$ cat src/hdl/range_min_point_update_macros.svh
// Assertion macros shared by the range minimum block.
// Define ASSERT_OFF to compile every check away.
`ifndef RANGE_MIN_POINT_UPDATE_MACROS_SVH
`define RANGE_MIN_POINT_UPDATE_MACROS_SVH

`ifndef ASSERT_OFF

// Property must hold at every clock edge outside reset.
`define RMPU_ASSERT(lbl, ck, rn, prop) \
	lbl: assert property (@(posedge ck) disable iff (!rn) prop) \
		else $error("range_min_point_update: check failed");

// Condition must never be true at a clock edge outside reset.
`define RMPU_NEVER(lbl, ck, rn, cond) \
	lbl: assert property (@(posedge ck) disable iff (!rn) !(cond)) \
		else $error("range_min_point_update: forbidden condition seen");

`else

`define RMPU_ASSERT(lbl, ck, rn, prop)
`define RMPU_NEVER(lbl, ck, rn, cond)

`endif

`endif

$ cat src/hdl/rmpu_pkg.sv
package rmpu_pkg;

	localparam int IDX_W = 10;
	localparam int LEN_W = 11;
	localparam logic [LEN_W-1:0] LEN_RESET = 11'd1024;
	localparam int QUEUE_DEPTH = 2;

	localparam logic OP_UPDATE = 1'b0;
	localparam logic OP_QUERY  = 1'b1;

	// What the back end has to do with a queued item.
	typedef enum logic [1:0] {
		CMD_UPDATE,
		CMD_QUERY,
		CMD_EMPTY,
		CMD_ERROR
	} cmd_kind_t;

	typedef struct packed {
		cmd_kind_t        kind;
		logic [IDX_W-1:0] first;
		logic [IDX_W-1:0] last;
	} cmd_ctrl_t;

endpackage

$ cat src/hdl/rmpu_queue.sv
`include "range_min_point_update_macros.svh"

module rmpu_queue #(
	parameter int WIDTH = 56
) (
	input  logic             clk,
	input  logic             arst_n,
	input  logic             push,
	input  logic [WIDTH-1:0] push_data,
	output logic             full,
	input  logic             pop,
	output logic [WIDTH-1:0] pop_data,
	output logic             empty
);

	localparam int DEPTH = rmpu_pkg::QUEUE_DEPTH;
	localparam int PTR_W = (DEPTH > 1) ? $clog2(DEPTH) : 1;
	localparam int CNT_W = $clog2(DEPTH + 1);
	localparam logic [PTR_W-1:0] PTR_LAST = PTR_W'(DEPTH - 1);
	localparam logic [CNT_W-1:0] CNT_FULL = CNT_W'(DEPTH);

	logic [WIDTH-1:0] slot_q [DEPTH];
	logic [PTR_W-1:0] wr_ptr_q;
	logic [PTR_W-1:0] rd_ptr_q;
	logic [CNT_W-1:0] count_q;

	assign full     = (count_q == CNT_FULL);
	assign empty    = (count_q == '0);
	assign pop_data = slot_q[rd_ptr_q];

	always_ff @(posedge clk) begin
		if (push) begin
			slot_q[wr_ptr_q] <= push_data;
		end
	end

	always_ff @(posedge clk or negedge arst_n) begin
		if (!arst_n) begin
			wr_ptr_q <= '0;
			rd_ptr_q <= '0;
			count_q  <= '0;
		end else begin
			if (push) begin
				wr_ptr_q <= (wr_ptr_q == PTR_LAST) ? '0 : wr_ptr_q + 1'b1;
			end
			if (pop) begin
				rd_ptr_q <= (rd_ptr_q == PTR_LAST) ? '0 : rd_ptr_q + 1'b1;
			end
			if (push && !pop) begin
				count_q <= count_q + 1'b1;
			end else if (pop && !push) begin
				count_q <= count_q - 1'b1;
			end
		end
	end

	`RMPU_NEVER(a_no_overflow, clk, arst_n, push && full && !pop)
	`RMPU_NEVER(a_no_underflow, clk, arst_n, pop && empty)

endmodule

$ cat config.mk
export PLATFORM = sky130hd
export DESIGN_NAME = rmpu_queue
export DESIGN_NICKNAME = d
export VERILOG_FILES = /design/src/hdl/rmpu_pkg.sv /design/src/hdl/rmpu_queue.sv
export VERILOG_INCLUDE_DIRS = /design/src /design/src/hdl
export SDC_FILE = /design/constraint.sdc
export NUM_CORES = 1
export LEC_CHECK = 0
export ABC_AREA = 1
export BUFFER_PORTS_ARGS = -buffer_cell sky130_fd_sc_hd__buf_2
export CORE_AREA = 2 2 95 97
export DETAILED_ROUTE_END_ITERATION = 16
export DIE_AREA = 0 0 97 99
export PLACE_DENSITY_LB_ADDON = 0.3
export SLEW_MARGIN = 0
export SYNTH_ARGS = -nofsm -noshare
export SYNTH_HDL_FRONTEND = slang
export SYNTH_SLANG_ARGS = --single-unit
export TNS_END_PERCENT = 30
$ cat constraint.sdc
create_clock -name clk -period 3.9 [get_ports clk]
set_input_delay 0.78 -clock clk [delete_from_list [all_inputs] [get_ports clk]]
set_output_delay 0.78 -clock clk [all_outputs]
set_load 0.01 [all_outputs]
Yosys cells after proc, flatten, opt, wreduce, memory -nomap -nowiden --
Memories as Yosys holds them, arrays and structs flattened. Cells that the tools add are included.
Storage, ports and cells: bits of input ports 60, bits in writable memories 112, register bits 4, memories kept 1, word-level logic and storage cells 21
Memories:
- slot_q | depth 2, bits a word 56, rd ports 1, clocked after Yosys merged registers in 0, write ports 1, RTL line rmpu_queue.sv:22 | logic [WIDTH-1:0] slot_q [DEPTH];
Cells by class: $add $sub $neg 4, reductions and logical operators 6, equal/unequal tests 1, multiplexer cells 6
Operator list (count):
- $mux 1 | 4
- $mux 2 | 2
- $add 1x1->1 const B | 2
- $add 2x1->2 const B | 1
- $eq 2x2->1 const B | 1
- $logic_and 1x1->1 | 2
- $logic_not 1->1 | 2
- $logic_not 2->1 | 1
- $reduce_bool 2->1 | 1
- $sub 2x1->2 const B | 1

Logic depth before layout (Yosys ltp) --
depth after elaboration 4, depth in mapped cells 7, mapped depth without buffers 7

Worst setup path before layout --
No wires, ideal clock.
path kind input to register, start point in push, end point mem slot_q[0][0], enable pin, stages 2, path buffers 0, required time 3.429 ns, path slack 0.258 ns, data arrival time 3.170 ns, path through inv_1 > nor2_1
Between the ends: cells in the longest elaborated chain, start to end 2
Ends and longest elaborated chain:
- from (decl) | RTL line rmpu_queue.sv:8 | input logic push,
- $mux 1 | RTL line rmpu_queue.sv:32 | if (push) begin
- $mux 1 (not written as such) | RTL line rmpu_queue.sv:33 | slot_q[wr_ptr_q] <= push_data;
- to (decl) | RTL line rmpu_queue.sv:22
No other way between the ends.

Worst setup path in the final report --
start point reg rd_ptr_q, end point out pop_data[30]
Between the ends: cells in the longest elaborated chain, start to end 1
Ends and longest elaborated chain:
- from (decl) | RTL line rmpu_queue.sv:24 | logic [PTR_W-1:0] rd_ptr_q;
- from (signal assigned) | RTL line rmpu_queue.sv:47 | rd_ptr_q <= (rd_ptr_q == PTR_LAST) ? '0 : rd_ptr_q + 1'b1;
- $mem_v2 2x56
- to (decl) | RTL line rmpu_queue.sv:12 | output logic [WIDTH-1:0] pop_data,
No other way between the ends.

==> metrics.yaml <==
layout.cells.most_common: "buf_2"
max_freq_mhz: 347
synthSimpleGateAreaFrac_pct: 0.945
drcViolationCount: 0
finalHoldViolations: 0
p_leak_nw: 2.25
placed_area_sq_mm: 0.00508
rsz0062_at_grt: "false"
worstPathArrival_ns: 2.10
status: "finished, final reports clean"
fillerInstances: 614
routedWlPerCell_um: 15.4
drive_above_1_share_pct: 59.9
ctsHoldBuffers: 0
vias: 2187
min_period_ns: 2.88
r2r_end: "slot_q[0][30]"
area_growth_syn_to_layout_pct: 28.0
numPortBuffers: 117
diodes: 0
worst_pin_slew_ns: 0.925
yosys.area.top_type: "edfxtp_1"
netlist.area_leader.share_pct: 77.0
grtUsageTotal_pct: 15.4
slew_viol_final: 0
fp.dieW_um: 97
avgViaCountPerCell: 4.84
nets: 393
grt.overflow.total: 0
start_util_pct: 51.1
fin_crit_sh_pct: 73.8
clk_path_buf_depth: 2
cts_buffers: 17
drt_wl_total_um: 6970
path_class: "flip-flop to primary output"
peakVddDrop_uv: 534
ys_ff_latch: 116
power_mw: 4.19
p_per_area_mw_per_mm2: 750
fp.dieH_um: 99
grt_max_degree: 58
setup_ws_ns: 1.02
post-route-cell-area_sq_mm: 0.00559
ant_nets: 0
endpoint_kind: "primary output"
post-route-util_pct: 65.4
synth_area_leaders: "edfxtp_1 77%, mux2_4 10%, mux2_2 6.7%"
r2r_setup_slack_ns: 2.18
max_cap_violations: 0
totalNegativeSetupSlack_ns: 0
clk_pin_slew_ns: 0.05
synth_cell_types: 14
cts-root-buf: "clkbuf_8"
fin_worst_skew_ns: 0.00884
place_hpwl_um: 4510
netlist_instances: 199
crit_fanout: 57
drt_pre_antenna_iters: 4
avgSynthCellArea_sq_um: 21.9
ctsResizeCount: 0
rows: 34
synthAdderAreaFrac_pct: 0.286
synth_top_family_by_area: "multiplexers"
antenna_found_initial: 0
h-tree-depth: 4
cp.required_ns: 3.12
dieArea_sq_mm: 0.00960
final_cell_mix: "117 x buf_2, 112 x edfxtp_1, 30 x mux2_4"
drt_iter0_markers: 63
pre_cts_slack_ns: 1.48
ios: 118
setup_viol: 0
reg2reg_from: "wr_ptr_q"
multi_input_area_sq_um: 831
min_path_type: "input pin to asynchronous set/reset pin"
synth_warnings: 0
syn_area_sq_mm: 0.00437
reg2regPathDepth: 2
start_kind: "flip-flop"
synth_xor_area_share_pct: 0.602
max-slew-margin-rel_pct: 38.4
yosysSeqAreaShare_pct: 79.3
synthMuxAreaShare_pct: 17.0
postCtsSetupBuffers: 0
cts.sinks: 116
core_sq_mm: 0.00855
area.sequential_sq_mm: 0.00347
cts_tree: "yes"
insertion_delay_ns: 0.49
synth_nets: 260
grt_pass1_vias: 2271
gp_congestion: 0.663
grt_pass1_wl_um: 11000
synth_compound_area_share_pct: 0
## Yosys cell counts, drive strengths merged
cell type    n
mux2        56
nand2        5
buf          6
xor2         2
xnor2        1
edfxtp     112
nor2         3
dfrtp        4
inv          7
ha           1
nand4        1
nand3        1
## routing by layer
metal  vias up  track usage [%]  part of all wire, %
met5         -                0                    0
met4         0             6.18                 0.42
met3         2             6.88                  6.8
met2        79             25.6                   51
met1      1066             17.6                   41
li1       1040                -                    -
## final cells by class
class	count	share of cell area, %
well taps	108	2.42
multi-input cells	70	14.9
clock buffers	19	7.54
clock inverters	12	1.63
inverters	7	0.470
flip-flops and latches	116	62.0
repair buffers	120	11.1
## flip-flops by register name, indices dropped and copies added (netlist names)
signal    count
rd_ptr_q      1
wr_ptr_q      1
count_q       2
slot_q      112
## power by group
part,switching (mW),internal [mW],total (mW)
Clock,0.485,0.826,1.31
Sequential,0.207,1.66,1.87
Combinational,0.441,0.577,1.02
Total,1.13,3.06,4.19
## kinds of logic after synthesis
family | Yosys count
xor gates and xnor gates | 3
and+or+nand+nor | 10
DFF | 116
adders and majority gates | 1
muxes | 56
buffers and inverters | 13
## stage by stage
| step | instances | hold slack, ns |
|---|---|---|
| after CTS | 452 | 0.0709 |
| final | 452 | 0.0968 |
| after floorplan | 199 | 0.463 |
| after global routing | 452 | 0.0565 |
| after global placement | 421 | 0.485 |
| after detailed placement | 421 | 0.518 |
## worst max-delay path: stages, from the launching register on
cell	delay, ns
dfrtp_4	1.02
mux2_2	0.43
buf_2	0.14
## worst max-delay path by stage
stage	startpoint	to	slack (ns)	cells past startpoint
after detailed placement	rd_ptr_q	pop_data[40]	1.48	2
after floorplan	push	slot_q[0][0]	0.26	2
final	rd_ptr_q	pop_data[30]	1.02	2
after global routing	rd_ptr_q	pop_data[34]	0.88	2
after global placement	rd_ptr_q	pop_data[40]	1.46	2
after CTS	rd_ptr_q	pop_data[40]	0.95	2
No activity file was read; power rests on OpenSTA's default activity.
