### config.mk
export PLATFORM = sky130hd
export DESIGN_NAME = rmpu_front
export DESIGN_NICKNAME = d
export VERILOG_FILES = /design/src/hdl/range_min_point_update_macros.svh /design/src/hdl/rmpu_pkg.sv /design/src/hdl/rmpu_front.sv
export SDC_FILE = /design/constraint.sdc
export NUM_CORES = 1
export LEC_CHECK = 0
export BUFFER_PORTS_ARGS = -buffer_cell sky130_fd_sc_hd__buf_2
export CAP_MARGIN = 20
export CORE_ASPECT_RATIO = 0.8
export CORE_MARGIN = 2
export CORE_UTILIZATION = 30
export DETAILED_ROUTE_END_ITERATION = 8
export PLACE_DENSITY_LB_ADDON = 0.2
export SYNTH_ARGS = -nofsm -noshare
export SYNTH_HDL_FRONTEND = slang
export SYNTH_SLANG_ARGS = --single-unit
export TNS_END_PERCENT = 30
### constraint.sdc
create_clock -name clk -period 2.34 [get_ports clk]
set_clock_uncertainty 0.1 [all_clocks]
set_input_delay 0.234 -clock clk [delete_from_list [all_inputs] [get_ports clk]]
set_output_delay 0.234 -clock clk [all_outputs]
set_load 0.005 [all_outputs]
### src/hdl/range_min_point_update_macros.svh
// Assertion macros shared by the range minimum block.
// Define ASSERT_OFF to compile every check away.
`ifndef RANGE_MIN_POINT_UPDATE_MACROS_SVH
`define RANGE_MIN_POINT_UPDATE_MACROS_SVH

`ifndef ASSERT_OFF

// Property must hold at every clock edge outside reset.
`define RMPU_ASSERT(lbl, ck, rn, prop) \
	lbl: assert property (@(posedge ck) disable iff (!rn) prop) \
		else $error("range_min_point_update: check failed");

// Condition must never be true at a clock edge outside reset.
`define RMPU_NEVER(lbl, ck, rn, cond) \
	lbl: assert property (@(posedge ck) disable iff (!rn) !(cond)) \
		else $error("range_min_point_update: forbidden condition seen");

`else

`define RMPU_ASSERT(lbl, ck, rn, prop)
`define RMPU_NEVER(lbl, ck, rn, cond)

`endif

`endif

### src/hdl/rmpu_pkg.sv
package rmpu_pkg;

	localparam int IDX_W = 10;
	localparam int LEN_W = 11;
	localparam logic [LEN_W-1:0] LEN_RESET = 11'd1024;
	localparam int QUEUE_DEPTH = 2;

	localparam logic OP_UPDATE = 1'b0;
	localparam logic OP_QUERY  = 1'b1;

	// What the back end has to do with a queued item.
	typedef enum logic [1:0] {
		CMD_UPDATE,
		CMD_QUERY,
		CMD_EMPTY,
		CMD_ERROR
	} cmd_kind_t;

	typedef struct packed {
		cmd_kind_t        kind;
		logic [IDX_W-1:0] first;
		logic [IDX_W-1:0] last;
	} cmd_ctrl_t;

endpackage

### src/hdl/rmpu_front.sv
module rmpu_front #(
	parameter int MAX_LENGTH  = 1024,
	parameter int VALUE_WIDTH = 32
) (
	input  logic                          clk,
	input  logic                          arst_n,
	input  logic                          cfg_valid,
	output logic                          cfg_ready,
	input  logic [rmpu_pkg::LEN_W-1:0]    cfg_data,
	input  logic                          in_valid,
	output logic                          in_ready,
	input  logic                          opcode,
	input  logic [rmpu_pkg::IDX_W-1:0]    first_index,
	input  logic [rmpu_pkg::IDX_W-1:0]    last_index,
	input  logic [VALUE_WIDTH-1:0]        new_value,
	input  logic                          init_done,
	input  logic                          q_full,
	output logic                          q_push,
	output rmpu_pkg::cmd_ctrl_t           q_ctrl,
	output logic [VALUE_WIDTH-1:0]        q_value
);

	logic [rmpu_pkg::LEN_W-1:0] len_q;
	logic                       first_ok;
	logic                       last_ok;
	logic                       drop;

	always_ff @(posedge clk or negedge arst_n) begin
		if (!arst_n) begin
			len_q <= rmpu_pkg::LEN_RESET;
		end else if (cfg_valid) begin
			len_q <= cfg_data;
		end
	end

	assign cfg_ready = 1'b1;

	// A position is live when below both the programmed length and the tree size.
	assign first_ok = ({1'b0, first_index} < len_q) &&
		(32'(first_index) < 32'(MAX_LENGTH));
	assign last_ok  = ({1'b0, last_index} < len_q) &&
		(32'(last_index) < 32'(MAX_LENGTH));

	always_comb begin
		q_ctrl.first = first_index;
		q_ctrl.last  = last_index;
		drop         = 1'b0;
		if (opcode == rmpu_pkg::OP_UPDATE) begin
			q_ctrl.kind = rmpu_pkg::CMD_UPDATE;
			drop        = !first_ok;
		end else if (!(first_ok && last_ok)) begin
			q_ctrl.kind = rmpu_pkg::CMD_ERROR;
		end else if (first_index > last_index) begin
			q_ctrl.kind = rmpu_pkg::CMD_EMPTY;
		end else begin
			q_ctrl.kind = rmpu_pkg::CMD_QUERY;
		end
	end

	assign in_ready = init_done && !q_full;
	assign q_push   = in_valid && in_ready && !drop;
	assign q_value  = new_value;

endmodule

### After elaboration in Yosys (flattened, before gate mapping)

Cells that the tools add are included.

| word-level totals | value |
|---|---|
| output and inout bits | 57 |
| bits in registers | 11 |
| logic and storage cells | 15 |
| input bits | 70 |

| cells by class | value |
|---|---|
| mux-type cells | 4 |
| reduce and logical (&&, ||, !) cells | 7 |
| magnitude comparators | 3 |

Operators by type and width:

| cell | number |
|---|---|
| 10-bit by 11-bit less-than comparator with 1-bit output | 2 |
| 10-bit > comparator | 1 |
| 2-bit 2-to-1 mux | 3 |
| 1-bit logical AND | 4 |
| 1-bit logical NOT | 3 |
| 1-bit 2-to-1 mux | 1 |

### Longest topological paths before layout

Gate-level depths: netlist of the first run.

| logic depth | value |
|---|---|
| word-level depth | 5 |
| mapped depth | 7 |
| gate-level depth less buffers | 7 |

### Least setup slack after synthesis of the first run

Ideal clock, no wire load.

| timing path | value |
|---|---|
| path type | in2out |
| start point | in last_index[5] (netlist name) |
| end point | out q_ctrl[21] (netlist name) |
| path buffers | 0 |
| cell stages on the path | 7 |
| path slack | 0.494 ns |
| data required time | 2.006 ns |
| arrival | 1.512 ns |
| path through | inv_1 ha_1 a21oi_1 o21ai_1 a2111oi_4 nor2_1 o31a_1 |

RTL lines:

| what | RTL line | RTL |
|---|---|---|
| start, declared | rmpu_front.sv:14 | `input logic [rmpu_pkg::IDX_W-1:0] last_index,` |
| end, declared | rmpu_front.sv:19 | `output rmpu_pkg::cmd_ctrl_t q_ctrl,` |

==> reports/results.txt, run 1 <==
Yosys cell types: 30
Avg Cell Area, Syn: 8.16 µm²
post-DR wirelength/cell: 11.9 µm
Design Power: 0.656 mW
max-cap violation count: 0
Worst EP required: 2.01 ns
total grt overflow: 0
Post-synth top cells: 53 x buf_4, 28 x ha_1, 22 x inv_1
Reg area: 277 µm²
maximum root-to-sink buffer count: 2
vias per cell: 4.27
# diodes: 0
fin cells: 262
footprint of the multi-input gates: 772 µm²
run status: finished, final reports clean
Die H: 67.8 µm
Placed Instance Area: 1500 µm²
vias in the first global route: 1,052
crit-path cells: inv_2, ha_1, a21o_1, a21oi_1, o211a_1, o22ai_2, o41a_1, buf_2
clock sinks: 11
largest registers: len_q: 11 flops
largest net degree at the start of global routing: 21
Max Slew Vio Count: 0
cell area after synthesis: 1530 µm²
Finished Cell Area: 1590 µm²
Post-Route WL: 3.11 mm
RSZ-0062 raised after global routing: true
Seq cells post-synth: 11
initial antenna violation count: 0
final setup margin: 0.0677 ns
Nets: 299
Post-DRT Antenna Nets: 0
Pleak: 0.878 nW
Worst Setup Start Kind: flop
setup violators final: 0
Top FF cell, synth: dfrtp_1
P&R area growth vs syn: 3.85%
largest area contributor in the netlist: buf_4
gr usage total: 11.0%
post-synthesis sequential area ratio: 18.1%
Largest register FFs: 11
I/O pin count: 127
slowest CP cell: dfrtp_1
Post-Place Worst Slack: 0.184 ns
Crit Path Category: reg2out
DR DRC count: 0
most frequent cell after synthesis: buf_4
Hold Worst Slack: 0.109 ns
fill count: 557
GPL Wtd Cong: 0.684
Final Cycle Share: 97.1%
synthesized instance count: 187
via count: 1,119
die width: 83.8 µm
htree depth: 1
core box area: 4950 µm²
TritonRoute pass-1 iters: 4
CTS tree: built
full die area: 5680 µm²
row cnt: 23
cell total after placement: 255
Worst VDD drop: 166 µV
register with the most flip-flops: len_q
Synth area leaders: buf_4 26%, ha_1 23%, dfrtp_1 16%, inv_1 5.4%, o21ai_0 4.6%
Hold WC Path Type: in2reg
max incr delay on CP: 0.36 ns
Max Fanout on Critical Path: 3
root buf cell: clkbuf_8
worst skew pair latency: 0.23 ns
final setup TNS: 0 ns
Worst EP arrival: 1.94 ns
min cycle time layout: 2.27 ns
PortBufs: 61
CP Capture Type: output port
final hold vios: 0
max frequency: 440 MHz
share of cells above drive strength 1: 39.5%
yosys warns: 0
dpl hpwl: 2.74 mm
Worst-path clk slew: 0.05 ns
pwr/cell area: 414 nW/µm²
fin util: 32.0%
ys async rst share: 100%
syn nets: 285
top-area cell type share of the netlist area: 26.1%
Initial Utilization: 30.8%
first-pass GRT wire length: 4.98 mm
number of enable flip-flop cells after synthesis: 0
DR iter-0 viols: 24
TritonCTS buffer count: 3
==> where the power goes <==
group / switching [mW] / internal, mW / leakage [nW]
clock network: 0.0648 / 0.116 / 0.0255
registers: 0.00811 / 0.209 / 0.131
logic: 0.134 / 0.124 / 0.721
total: 0.207 / 0.450 / 0.878
==> worst max-delay path, delay by kind of cell, from the launching register on <==
family / cells / cell delay [ns]
AOI/OAI and AO/OA: 5 / 0.89
DFF: 1 / 0.36
adders and majority gates: 1 / 0.24
buffers and inverters: 2 / 0.20
==> path summary, 6_finish.rpt <==
path	start	to	slack (ns)	cells past startpoint
setup reg to reg	len_q[10]	len_q[10]	1.47	1
hold / removal	cfg_data[5]	len_q[5]	0.11	3
max in group asynchronous	arst_n	len_q[10]	1.59	2
hold reg to reg	len_q[0]	len_q[0]	0.44	1
setup / recovery	len_q[8]	q_ctrl[20]	0.07	8
min in group asynchronous	arst_n	len_q[1]	0.29	2
==> area by class of cell <==
type | count | share of cell area (%)
well taps | 62 | 4.89
repair buffers | 64 | 20.8
multi-input cells | 99 | 48.7
inverters | 22 | 5.21
flip-flops and latches | 11 | 17.4
clock inverters | 1 | 0.316
clock buffers | 3 | 2.60
==> per-layer routing <==
layer  GRT usage [%]  part of all wire [%]
met1            15.9                    52
met2            16.1                    41
met3            2.93                   7.2
met4            2.62                     0
met5               0                     0
==> what timing repair did <==
action                     CTS  global route
gates resized for setup      1             8
pin swaps                    0             4
setup endpoints to repair    1             2
hold buffers                 1             0
hold endpoints to repair    10             0
buffers inserted             0             2
==> kinds of logic (layout without fill, tap and decap cells) <==
group | after synthesis | count (layout) | synth area share [%]
buffers and inverters | 77 | 90 | 32.0
AND/OR/NAND/NOR | 31 | 31 | 9.34
multiplexers | 2 | 2 | 1.48
other | 1 | 1 | 0.246
AO/OA/AOI/OAI | 37 | 37 | 15.9
flip-flops | 11 | 11 | 18.1
adder cells (fa/ha/maj) | 28 | 28 | 23.0
==> layout by cell type (no fill, tap or decap), drive strengths merged, types with 2 or more instances in the layout <==
| master | synthesis | final |
|---|---|---|
| a211oi | 2 | 2 |
| a21o | 2 | 2 |
| a21oi | 11 | 11 |
| buf | 53 | 63 |
| clkbuf | 2 | 3 |
| dfrtp | 10 | 10 |
| ha | 28 | 28 |
| inv | 22 | 22 |
| mux2 | 2 | 2 |
| nand2 | 16 | 16 |
| nand4 | 2 | 2 |
| nor2 | 5 | 5 |
| nor2b | 2 | 2 |
| o21ai | 15 | 15 |
| o22ai | 2 | 2 |
No activity file was read; power rests on OpenSTA's default activity.
==> run 2: changes to the inputs <==
--- a/config.mk
+++ b/config.mk
@@ -5,12 +5,13 @@
 export SDC_FILE = /design/constraint.sdc
 export NUM_CORES = 1
 export LEC_CHECK = 0
-export BUFFER_PORTS_ARGS = -buffer_cell sky130_fd_sc_hd__buf_2
 export CAP_MARGIN = 20
-export CORE_ASPECT_RATIO = 0.8
+export CORE_ASPECT_RATIO = 1.2
 export CORE_MARGIN = 2
 export CORE_UTILIZATION = 30
 export DETAILED_ROUTE_END_ITERATION = 8
+export DONT_BUFFER_PORTS = 1
+export MAX_ROUTING_LAYER = met4
 export PLACE_DENSITY_LB_ADDON = 0.2
 export SYNTH_ARGS = -nofsm -noshare
 export SYNTH_HDL_FRONTEND = slang
==> run 2 against run 1 <==
Worst setup slack improved by 0.060 ns. Largest cell class unchanged. Critical path type unchanged. Cell count decreased by 24%. Clock power about the same. Worst hold slack got worse by 0.10 ns. Sequential share of layout area increased by 4.3 points. Sequential power about the same. Via count decreased by 18%. Die area about the same.
==> reports/results.txt, run 2 (same netlist as run 1, synthesis figures left out) <==
run status: finished, final reports clean
register with the most flip-flops: len_q
worst skew pair latency: 0.23 ns
full die area: 5680 µm²
PortBufs: 0
Worst EP arrival: 1.88 ns
I/O pin count: 127
Worst EP required: 2.01 ns
Top Family by Delay on Critical Path: compound AO/OA/AOI/OAI gates
post-DR wirelength/cell: 15.2 µm
CTS tree: built
root buf cell: clkbuf_8
Pleak: 0.634 nW
P&R area growth vs syn: -16.6%
vias per cell: 4.62
total grt overflow: 0
worst reg2reg startpoint: len_q[0]
global-route met2 utilization: 20.6%
htree depth: 1
pwr/cell area: 455 nW/µm²
row cnt: 28
min cycle time layout: 2.21 ns
Min-Delay Endpoint: len_q[2]
crit-path cells: inv_1, ha_1, a21o_1, a21oi_2, o211a_1, o22ai_1, o41a_1
Worst-path clk slew: 0.05 ns
Post-DRT Antenna Nets: 0
max frequency: 452 MHz
# diodes: 0
final setup TNS: 0 ns
first-pass GRT wire length: 4.89 mm
TritonCTS buffer count: 3
Placed Instance Area: 1200 µm²
Nets: 238
Initial Utilization: 31.1%
clock sinks: 11
die width: 69.1 µm
via count: 919
initial antenna violation count: 0
share of cells above drive strength 1: 7.19%
Die H: 82.1 µm
r2r setup slk: 1.46 ns
DR iter-0 viols: 13
RSZ-0062 raised after global routing: false
dpl hpwl: 2.57 mm
R2R depth: 1
setup violators final: 0
CP Capture Type: output port
Largest register FFs: 11
largest registers: len_q: 11 flops
gr busiest metal: met2
final hold vios: 0
Post-Route WL: 3.03 mm
hold path depth: 1
commonest cells after routing, fill and taps aside: 28 x ha_1, 22 x inv_1, 16 x nand2_1
maximum root-to-sink buffer count: 2
GR Util met1: 11.0%
largest net degree at the start of global routing: 15
most common cell after layout, fill and taps aside: ha_1
Final Cycle Share: 94.6%
max incr delay on CP: 0.35 ns
core box area: 4900 µm²
vias in the first global route: 966
met3 usage: 5.58%
Worst VDD drop: 269 µV
slowest CP cell: dfrtp_1
Worst Setup Start Kind: flop
DR DRC count: 0
GPL Wtd Cong: 0.671
Crit Path Category: reg2out
TritonRoute pass-1 iters: 3
HP Start: cfg_valid
Finished Cell Area: 1270 µm²
gr usage total: 11.2%
Hold WC Path Type: in2reg
Worst Path Buf+Inv: 1
max-cap violation count: 0
reg2reg end: len_q[0]
Max Slew Vio Count: 0
Max Fanout on Critical Path: 3
run 2: changes by cell type in the layout (fill, tap and decap cells not counted), sizes merged:
| cell | before | now |
|---|---|---|
| clkbuf | 3 | 4 |
| clkinv | 1 | 0 |
| buf | 63 | 1 |
| dlygate4sd3 | 1 | 2 |
run 2: worst max path at each step:
| stage | start | to | slack, ns | depth (start not counted) |
|---|---|---|---|---|
| finish | len_q[8] | q_ctrl[20] | 0.13 | 7 |
| global route | len_q[8] | q_ctrl[20] | 0.01 | 7 |
| CTS | len_q[8] | q_ctrl[20] | 0.06 | 7 |
| detailed placement | len_q[8] | q_ctrl[20] | 0.34 | 7 |
| global placement | len_q[8] | q_ctrl[20] | 0.33 | 7 |
| floorplan | last_index[5] | q_ctrl[21] | 0.49 | 7 |
run 2: layer usage:
layer | vias up | wire length, µm
li1 | 474 | -
met1 | 402 | 1110
met2 | 43 | 1580
met3 | 0 | 330
met4 | 0 | 0
met5 | - | 0
run 2: area by class of cell:
type | instances | area (µm²)
clock buffers | 4 | 45.0
fillers | 562 | 3630
inverters | 22 | 82.6
multi-input cells | 99 | 766
flip-flops and latches | 11 | 277
well taps | 60 | 75.1
repair buffers | 3 | 27.5
run 2: repair_timing:
action	4_1_cts	5_1_grt
setup endpoints to repair	0	2
gates resized for setup	0	1
setup buffers	0	1
hold buffers	2	0
hold endpoints to repair	18	0
run 2: power by group:
group / internal [mW] / total (mW) / switching [mW]
Sequential: 0.209 / 0.217 / 0.00718
Combinational: 0.0836 / 0.180 / 0.0964
Clock: 0.119 / 0.183 / 0.0638
Total: 0.412 / 0.579 / 0.167
run 2: stage by stage:
step                util (%)  power (mW)  instances  hold WS, ns  worst slack [ns]
floorplan                  -       0.430        187       -0.162             0.494
global placement        24.4       0.386        192       -0.161             0.330
detailed placement      24.4       0.388        192       -0.161             0.335
CTS                     25.7       0.584        198      0.00163            0.0554
global route            25.9       0.633        199      0.00370            0.0108
finish                  25.9       0.579        199      0.00760             0.127
==> run 3: changes to the inputs <==
==> constraint.sdc (replaced) <==
create_clock -name clk -period 1.8 [get_ports clk]
set_clock_uncertainty 0.1 [all_clocks]
set_input_delay 0.18 -clock clk [delete_from_list [all_inputs] [get_ports clk]]
set_output_delay 0.18 -clock clk [all_outputs]
set_load 0.005 [all_outputs]
==> run 3 against run 2 <==
The run now ends with setup timing left. Die area unchanged. Register-to-register slack lost 1.1 ns. Sequential share of layout area shrank 3.5 points. Critical path type unchanged. Largest cell class unchanged.
==> reports/results.txt, run 3 (same netlist as run 1, synthesis figures left out) <==
Crit Path Category: reg2out
Pleak: 0.730 nW
max layer used: met4
min cycle time layout: 2.10 ns
Final Cycle Share: 117%
# diodes: 0
clock sinks: 11
Worst-path clk slew: 0.05 ns
Hold Worst Slack: 0.251 ns
full die area: 5680 µm²
slowest CP cell: dfrtp_1
total grt overflow: 0
row cnt: 28
Slew @ Worst Pin: 0.530 ns
max incr delay on CP: 0.36 ns
setup violators final: 3
max-cap violation count: 0
largest registers: len_q: 11 flops
commonest cells after routing, fill and taps aside: 25 x ha_1, 17 x inv_1, 16 x nand2_1
Placed Instance Area: 1260 µm²
TritonRoute pass-1 iters: 4
Max Fanout on Critical Path: 3
crit-path cells: inv_2, ha_4, a21o_1, a21oi_2, o211a_1, o22ai_2, o41a_1
run status: finished, violations left
Gate power share: 36.9%
maximum root-to-sink buffer count: 2
pwr/cell area: 553 nW/µm²
Max Slew Vio Count: 0
largest net degree at the start of global routing: 18
Post-DRT Antenna Nets: 0
Switching Power: 0.249 mW
Reg power frac: 34.0%
htree depth: 1
Worst EP arrival: 1.82 ns
final hold vios: 0
P&R area growth vs syn: -0.902%
vias in the first global route: 1,046
Die H: 82.1 µm
first-pass GRT wire length: 5.20 mm
worst skew pair latency: 0.23 ns
DR iter-0 viols: 26
Hold WC Path Type: in2async
Rel. slew slack: 64.7%
Clk pwr share: 29.1%
CP Capture Type: output port
final setup margin: -0.301 ns
Initial Utilization: 31.1%
initial antenna violation count: 0
Sw Share: 29.8%
PortBufs: 0
met2 wire len: 1.72 mm
Nets: 258
Top Family by Delay on Critical Path: compound AO/OA/AOI/OAI gates
Worst EP required: 1.52 ns
vias per cell: 4.69
gr usage total: 12.1%
fin util: 30.8%
via count: 1,028
share of cells above drive strength 1: 18.2%
Metal-1 WL: 1.21 mm
Worst Path Buf+Inv: 1
Worst Setup Start Kind: flop
core box area: 4900 µm²
register with the most flip-flops: len_q
die width: 69.1 µm
CTS tree: built
Post-Route WL: 3.33 mm
dpl hpwl: 2.72 mm
Worst VDD drop: 305 µV
Power Internal: 0.587 mW
post-DR wirelength/cell: 15.2 µm
I/O pin count: 127
most common cell after layout, fill and taps aside: ha_1
Largest register FFs: 11
Finished Cell Area: 1510 µm²
root buf cell: clkbuf_8
wire length on met3: 347 µm
max frequency: 476 MHz
TritonCTS buffer count: 3
RSZ-0062 raised after global routing: true
GPL Wtd Cong: 0.719
Post-Place Worst Slack: -0.115 ns
DR DRC count: 0
failing checks: setup timing
run 3: path summary, 6_finish.rpt:
path                          startpoint     endpoint  slack [ns]  cells after the start
max                             len_q[8]   q_ctrl[20]       -0.30                      7
min                               arst_n     len_q[4]        0.25                      1
max reg2reg                     len_q[6]     len_q[6]        0.41                      4
min reg2reg                     len_q[7]     len_q[7]        0.47                      2
max in group asynchronous         arst_n    len_q[10]        0.99                      1
min in group clk           new_value[22]  q_value[22]        0.26                      0
run 3: what timing repair did:
item | CTS | global route
buffers inserted | 0 | 0
resized for setup | 9 | 7
pin swaps | 9 | 5
hold buffers | 13 | 2
setup endpoints to repair | 3 | 4
hold endpoints to repair | 22 | 1
run 3: cell type report:
cell class                      instances  area, µm²
Clock buffer                            4       45.0
Fill cell                             553       3390
Multi-Input combinational cell         99        821
Sequential cell                        11        277
Inverter                               22       82.6
Tap cell                               60       75.1
Timing Repair Buffer                   23        213
run 3: per-layer routing:
metal | vias to the layer above | track usage [%]
li1 | 515 | -
met1 | 462 | 12.0
met2 | 47 | 21.8
met3 | 4 | 5.46
met4 | 0 | 3.14
met5 | - | -
run 3: worst register-to-register path: cells and delay by family (launching register included):
family,cells,cell delay [ns]
buffers and inverters,3,0.73
DFF,1,0.37
AOI/OAI and AO/OA,1,0.07
run 3: power by group through the flow:
stage               Sequential, mW  Combinational (mW)  Clock [mW]
detailed placement           0.286               0.247           0
global route                 0.286               0.355       0.270
global placement             0.286               0.244           0
finish                       0.284               0.308       0.243
floorplan                    0.282               0.277           0
CTS                          0.284               0.298       0.252
run 3: through the flow:
| step | power (mW) | std cells | TNS [ns] |
|---|---|---|---|
| finish | 0.836 | 219 | -0.681 |
| global route | 0.911 | 219 | -1.01 |
| CTS | 0.834 | 217 | -0.801 |
| detailed placement | 0.533 | 200 | -0.156 |
| global placement | 0.530 | 200 | -0.119 |
| floorplan | 0.559 | 187 | 0 |
